File: src/rpwh_pkg.sv
`timescale 1ns / 1ps
// ============================================================================
// rpwh_pkg: shared types and constants of the rolling polynomial window hash
// Field widths, configuration register indexes and the link between cells.
// ============================================================================
package rpwh_pkg;

    localparam int HASH_W    = 32;
    localparam int BYTE_W    = 8;
    localparam int DIGIT_W   = 8;
    localparam int NUM_CELLS = HASH_W / DIGIT_W;
    localparam int CFG_LEN_W = 13;
    localparam int CFG_IDX_W = 1;

    localparam logic [CFG_LEN_W-1:0] LEN_RESET  = 13'd1024;
    localparam logic [HASH_W-1:0]    BASE_RESET = 32'd31;

    typedef enum logic [CFG_IDX_W-1:0] {
        CFG_WINDOW_LENGTH = 1'b0,
        CFG_HASH_BASE     = 1'b1
    } cfg_index_t;

    // Data handed from one multiply-accumulate cell to the next
    typedef struct packed {
        logic [HASH_W-1:0] acc;
        logic [HASH_W-1:0] mult;
    } mac_link_t;

endpackage

File: src/rpwh_mac_cell.sv
`timescale 1ns / 1ps
// ============================================================================
// rpwh_mac_cell: one digit cell of the hash multiply chain
// Add multiplicand times one base digit, pass the shifted multiplicand on.
// ============================================================================
module rpwh_mac_cell
    import rpwh_pkg::*;
(
    input  mac_link_t          link_prev,
    input  logic [DIGIT_W-1:0] digit,
    output mac_link_t          link_next
);

    logic [HASH_W-1:0] product;

    // Keep only the low word: the hash wraps modulo 2^32
    assign product        = link_prev.mult * {{(HASH_W-DIGIT_W){1'b0}}, digit};
    assign link_next.acc  = link_prev.acc + product;
    assign link_next.mult = link_prev.mult << DIGIT_W;

endmodule

File: config.mk
export PLATFORM = sky130hd
export DESIGN_NAME = rpwh_mac_cell
export DESIGN_NICKNAME = d
export VERILOG_FILES = /design/src/rpwh_pkg.sv /design/src/rpwh_mac_cell.sv
export SDC_FILE = /design/constraint.sdc
export NUM_CORES = 1
export LEC_CHECK = 0
export BUFFER_PORTS_ARGS = -buffer_cell sky130_fd_sc_hd__buf_2
export CAP_MARGIN = 20
export CORE_MARGIN = 2
export CORE_UTILIZATION = 60
export DETAILED_ROUTE_END_ITERATION = 16
export PLACE_DENSITY = 0.92
export SYNTH_ARGS = -nofsm -noshare
export SYNTH_HDL_FRONTEND = slang
export SYNTH_SLANG_ARGS = --single-unit
File: constraint.sdc
create_clock -name vclk -period 35.4
set_clock_uncertainty 0.05 [all_clocks]
set_input_delay 10.62 -clock vclk [all_inputs]
set_output_delay 10.62 -clock vclk [all_outputs]
set_load 0.05 [all_outputs]
* After elaboration in Yosys (flattened, before gate mapping)
Cells that the tools add are included.
Cells by class: $add $sub $neg 1, multipliers 1
Operator list (count):
- adder 32 bit | 1
- multiplier 32 x 8 -> 32 bit | 1
Word-level totals: input bits 72, word-level logic and storage cells 2, flip-flop bits (word level) 0, output and inout port bits 64

* Logic depth before layout (Yosys ltp)
depth after elaboration 2, mapped depth 20, mapped depth without buffers 19

* Worst setup path before layout
No wires, ideal clock.
path type input-to-output, from input digit[3], to output link_next[60] in the netlist's numbering, required time 24730 ps, data arrival time 15791 ps, stages on the path 17, slack 8939 ps, cells stage by stage clkbuf_1 > clkbuf_1 > and2_1 > fa_1 > fa_1 > fa_1 > inv_1 > fa_1 > inv_1 > ha_1 > a21o_1 > o21a_1 > a311oi_2 > o221ai_2 > o311a_4 > o311a_1 > a21oi_1
RTL lines:
- from (decl) | line rpwh_mac_cell.sv:10 | input logic [DIGIT_W-1:0] digit,
- to (decl) | line rpwh_mac_cell.sv:11 | output mac_link_t link_next

==> results by group <==
Outcome
  • Status: finished, final reports clean

Routing
  • Drc violations: 0
  • Vias: 6276
  • Final ANT Viol Nets: 0
  • Routed wl met3: 1450 um
  • Detailed-router iteration count before antenna repair: 5
  • Routed wire per std cell: 15.1 um
  • Vias per std cell: 5.27
  • M1 WL: 7090 um
  • Top routing layer in use: met4
  • DR iter-0 viols: 379
  • WL met2: 9110 um
  • DRT Wirelength: 18000 um

Final layout
  • Layout sequential cell count: 0
  • Area growth from synthesis to layout: 6.99%
  • Final core occ: 66.4%
  • Clk_buf instances: 0
  • Storage cell area: 0 sq um
  • Finished Cell Area: 0.00848 sq mm
  • Share of layout cells above drive strength 1: 13.5%
  • Total Nets Final: 1320
  • Diode count: 0

Worst setup path
  • Worst path cell trace: buf_2 -> nand2_1 -> fa_1 -> inv_1 -> fa_1 -> fa_1 -> inv_1 -> fa_1 -> inv_1 -> ha_1 -> a21o_1 -> a221oi_1 -> o21ai_0 -> o31ai_1 -> a31oi_1 -> a21oi_1 -> a21oi_1 -> o211ai_1 -> buf_2
  • CP most frequent cell: fa_1
  • CP endpoint kind: output pin
  • WP data required: 24.73 ns
  • Crit Path Max Fanout: 32
  • Critical path origin: digit[0]
  • Worst path buffer plus inverter count: 5
  • Critical path's top delay family: adder cells
  • CP Launch Type: input port
  • Slowest cell on the critical path: o31ai_1
  • WP data arrival: 16.33 ns
  • Kind of critical path: input port to output pin
  • Max incr delay on CP: 0.59 ns

Flow run
  • MaxCap Viol Count: 0

Placed design
  • Final Wtd Congestion: 0.878
  • Port Buffers: 128
  • Post-DP Area: 0.00848 sq mm
  • Hpwl dp: 15200 um
  • Dpl ws: 8.45 ns

Synth
  • Post-synthesis sequential area ratio: 0%
  • Ys Warns: 0
  • Synth Cell Area: 0.00793 sq mm
  • Synth area leaders: fa_1, inv_1, and2_1, ha_1, nand2_1
  • Post-synth top area cell: fa_1
  • Mapped Cells: 939
  • Post-synth cell types: 50
  • Share of the synthesized area in the top cell type: 47.0%
  • Avg Inst Size Synth: 8.44 sq um

Die
  • Die width: 119 um
  • Die area: 0.0141 sq mm
  • Num ports: 136
  • Chip height: 119 um
  • Site row count: 41
  • Core area: 0.0128 sq mm
  • Initial Utilization: 62.1%

STA
  • Count of pins over their slew limit: 0
  • # setup viols final: 0
  • Fmax: 37.0 MHz
  • Max_slew headroom: 56.0%
  • Setup slack after layout: 8.40 ns
  • Final hold vios: 0
  • RSZ-0062 raised after global routing: no
  • Post-layout min period: 27.00 ns
  • Worst Max-Slew Pin Slew: 0.654 ns
  • TNS Setup: 0 ns
  • Fin crit share: 76.3%

Clock tree
  • Setup bufs post-CTS: 0
  • CTS resizes: 0
  • CTS Hold Bufs: 0

GRT
  • GRT Total Usage: 26.6%
  • Gr ovfl total: 0
  • Antenna violations before repair: 0
  • First-pass GRT wire length: 31000 um
  • Largest net degree at the start of global routing: 33
  • Vias in the first global route: 6775

Worst hold path
  • Hold crit path type: input port to output pin
  • Hold path start: link_prev[3]
## Yosys cell counts, types with 11 or more instances
cell	n
xnor2_1	17
nor2_1	11
nand2_1	93
fa_1	186
ha_1	41
a21oi_1	13
buf_4	32
xor2_1	11
o21ai_0	14
inv_1	253
and2_1	146
clkbuf_1	22
## placed cells by master (no fill, tap or decap), drive strengths merged, types with 8 or more instances in the layout
master,netlist,layout
inv,253,253
fa,186,186
and2,146,146
buf,33,128
nand2,93,93
ha,41,41
xnor2,17,17
o21ai,15,15
a21oi,13,13
nor2,11,11
xor2,11,11
and3,9,9
nand3,8,8
nor3,8,8
conb,1,8
## layer usage
| layer | global-route usage, % | vias to the layer above |
|---|---|---|
| met5 | 0 | - |
| met4 | 6.47 | 0 |
| met3 | 4.98 | 39 |
| met2 | 46.8 | 247 |
| met1 | 34.0 | 3108 |
| li1 | - | 2882 |
## final timing paths
kind / slack [ns] / cells after the start / endpoint
setup / recovery: 8.40 / 19 / link_next[63]
hold / removal: 21.57 / 2 / link_next[11]
## logic make-up after synthesis
logic type               Yosys count  share of synthesized area, %
adder cells (fa/ha/maj)          227                          53.4
AND/OR/NAND/NOR                  296                          20.0
other                              1                        0.0473
multiplexers                       1                         0.126
XOR/XNOR                          28                          3.09
buffers and inverters            308                          16.1
AO/OA/AOI/OAI                     78                          7.18
## through the flow
step                instances  hold slack (ns)
global placement         1191            21.56
finish                   1191            21.57
global route             1191            21.57
detailed placement       1191            21.56
floorplan                 946            21.36
CTS                      1191            21.56
## area by class of cell
| type | instances | area [sq um] |
|---|---|---|
| Inverter | 253 | 950 |
| Timing Repair Buffer | 128 | 641 |
| Fill cell | 969 | 4290 |
| Tap cell | 172 | 215 |
| Multi-Input combinational cell | 638 | 6680 |
Power is not shown: default switching activity piles up to over one toggle a cycle in this logic, so the estimate is an artifact.
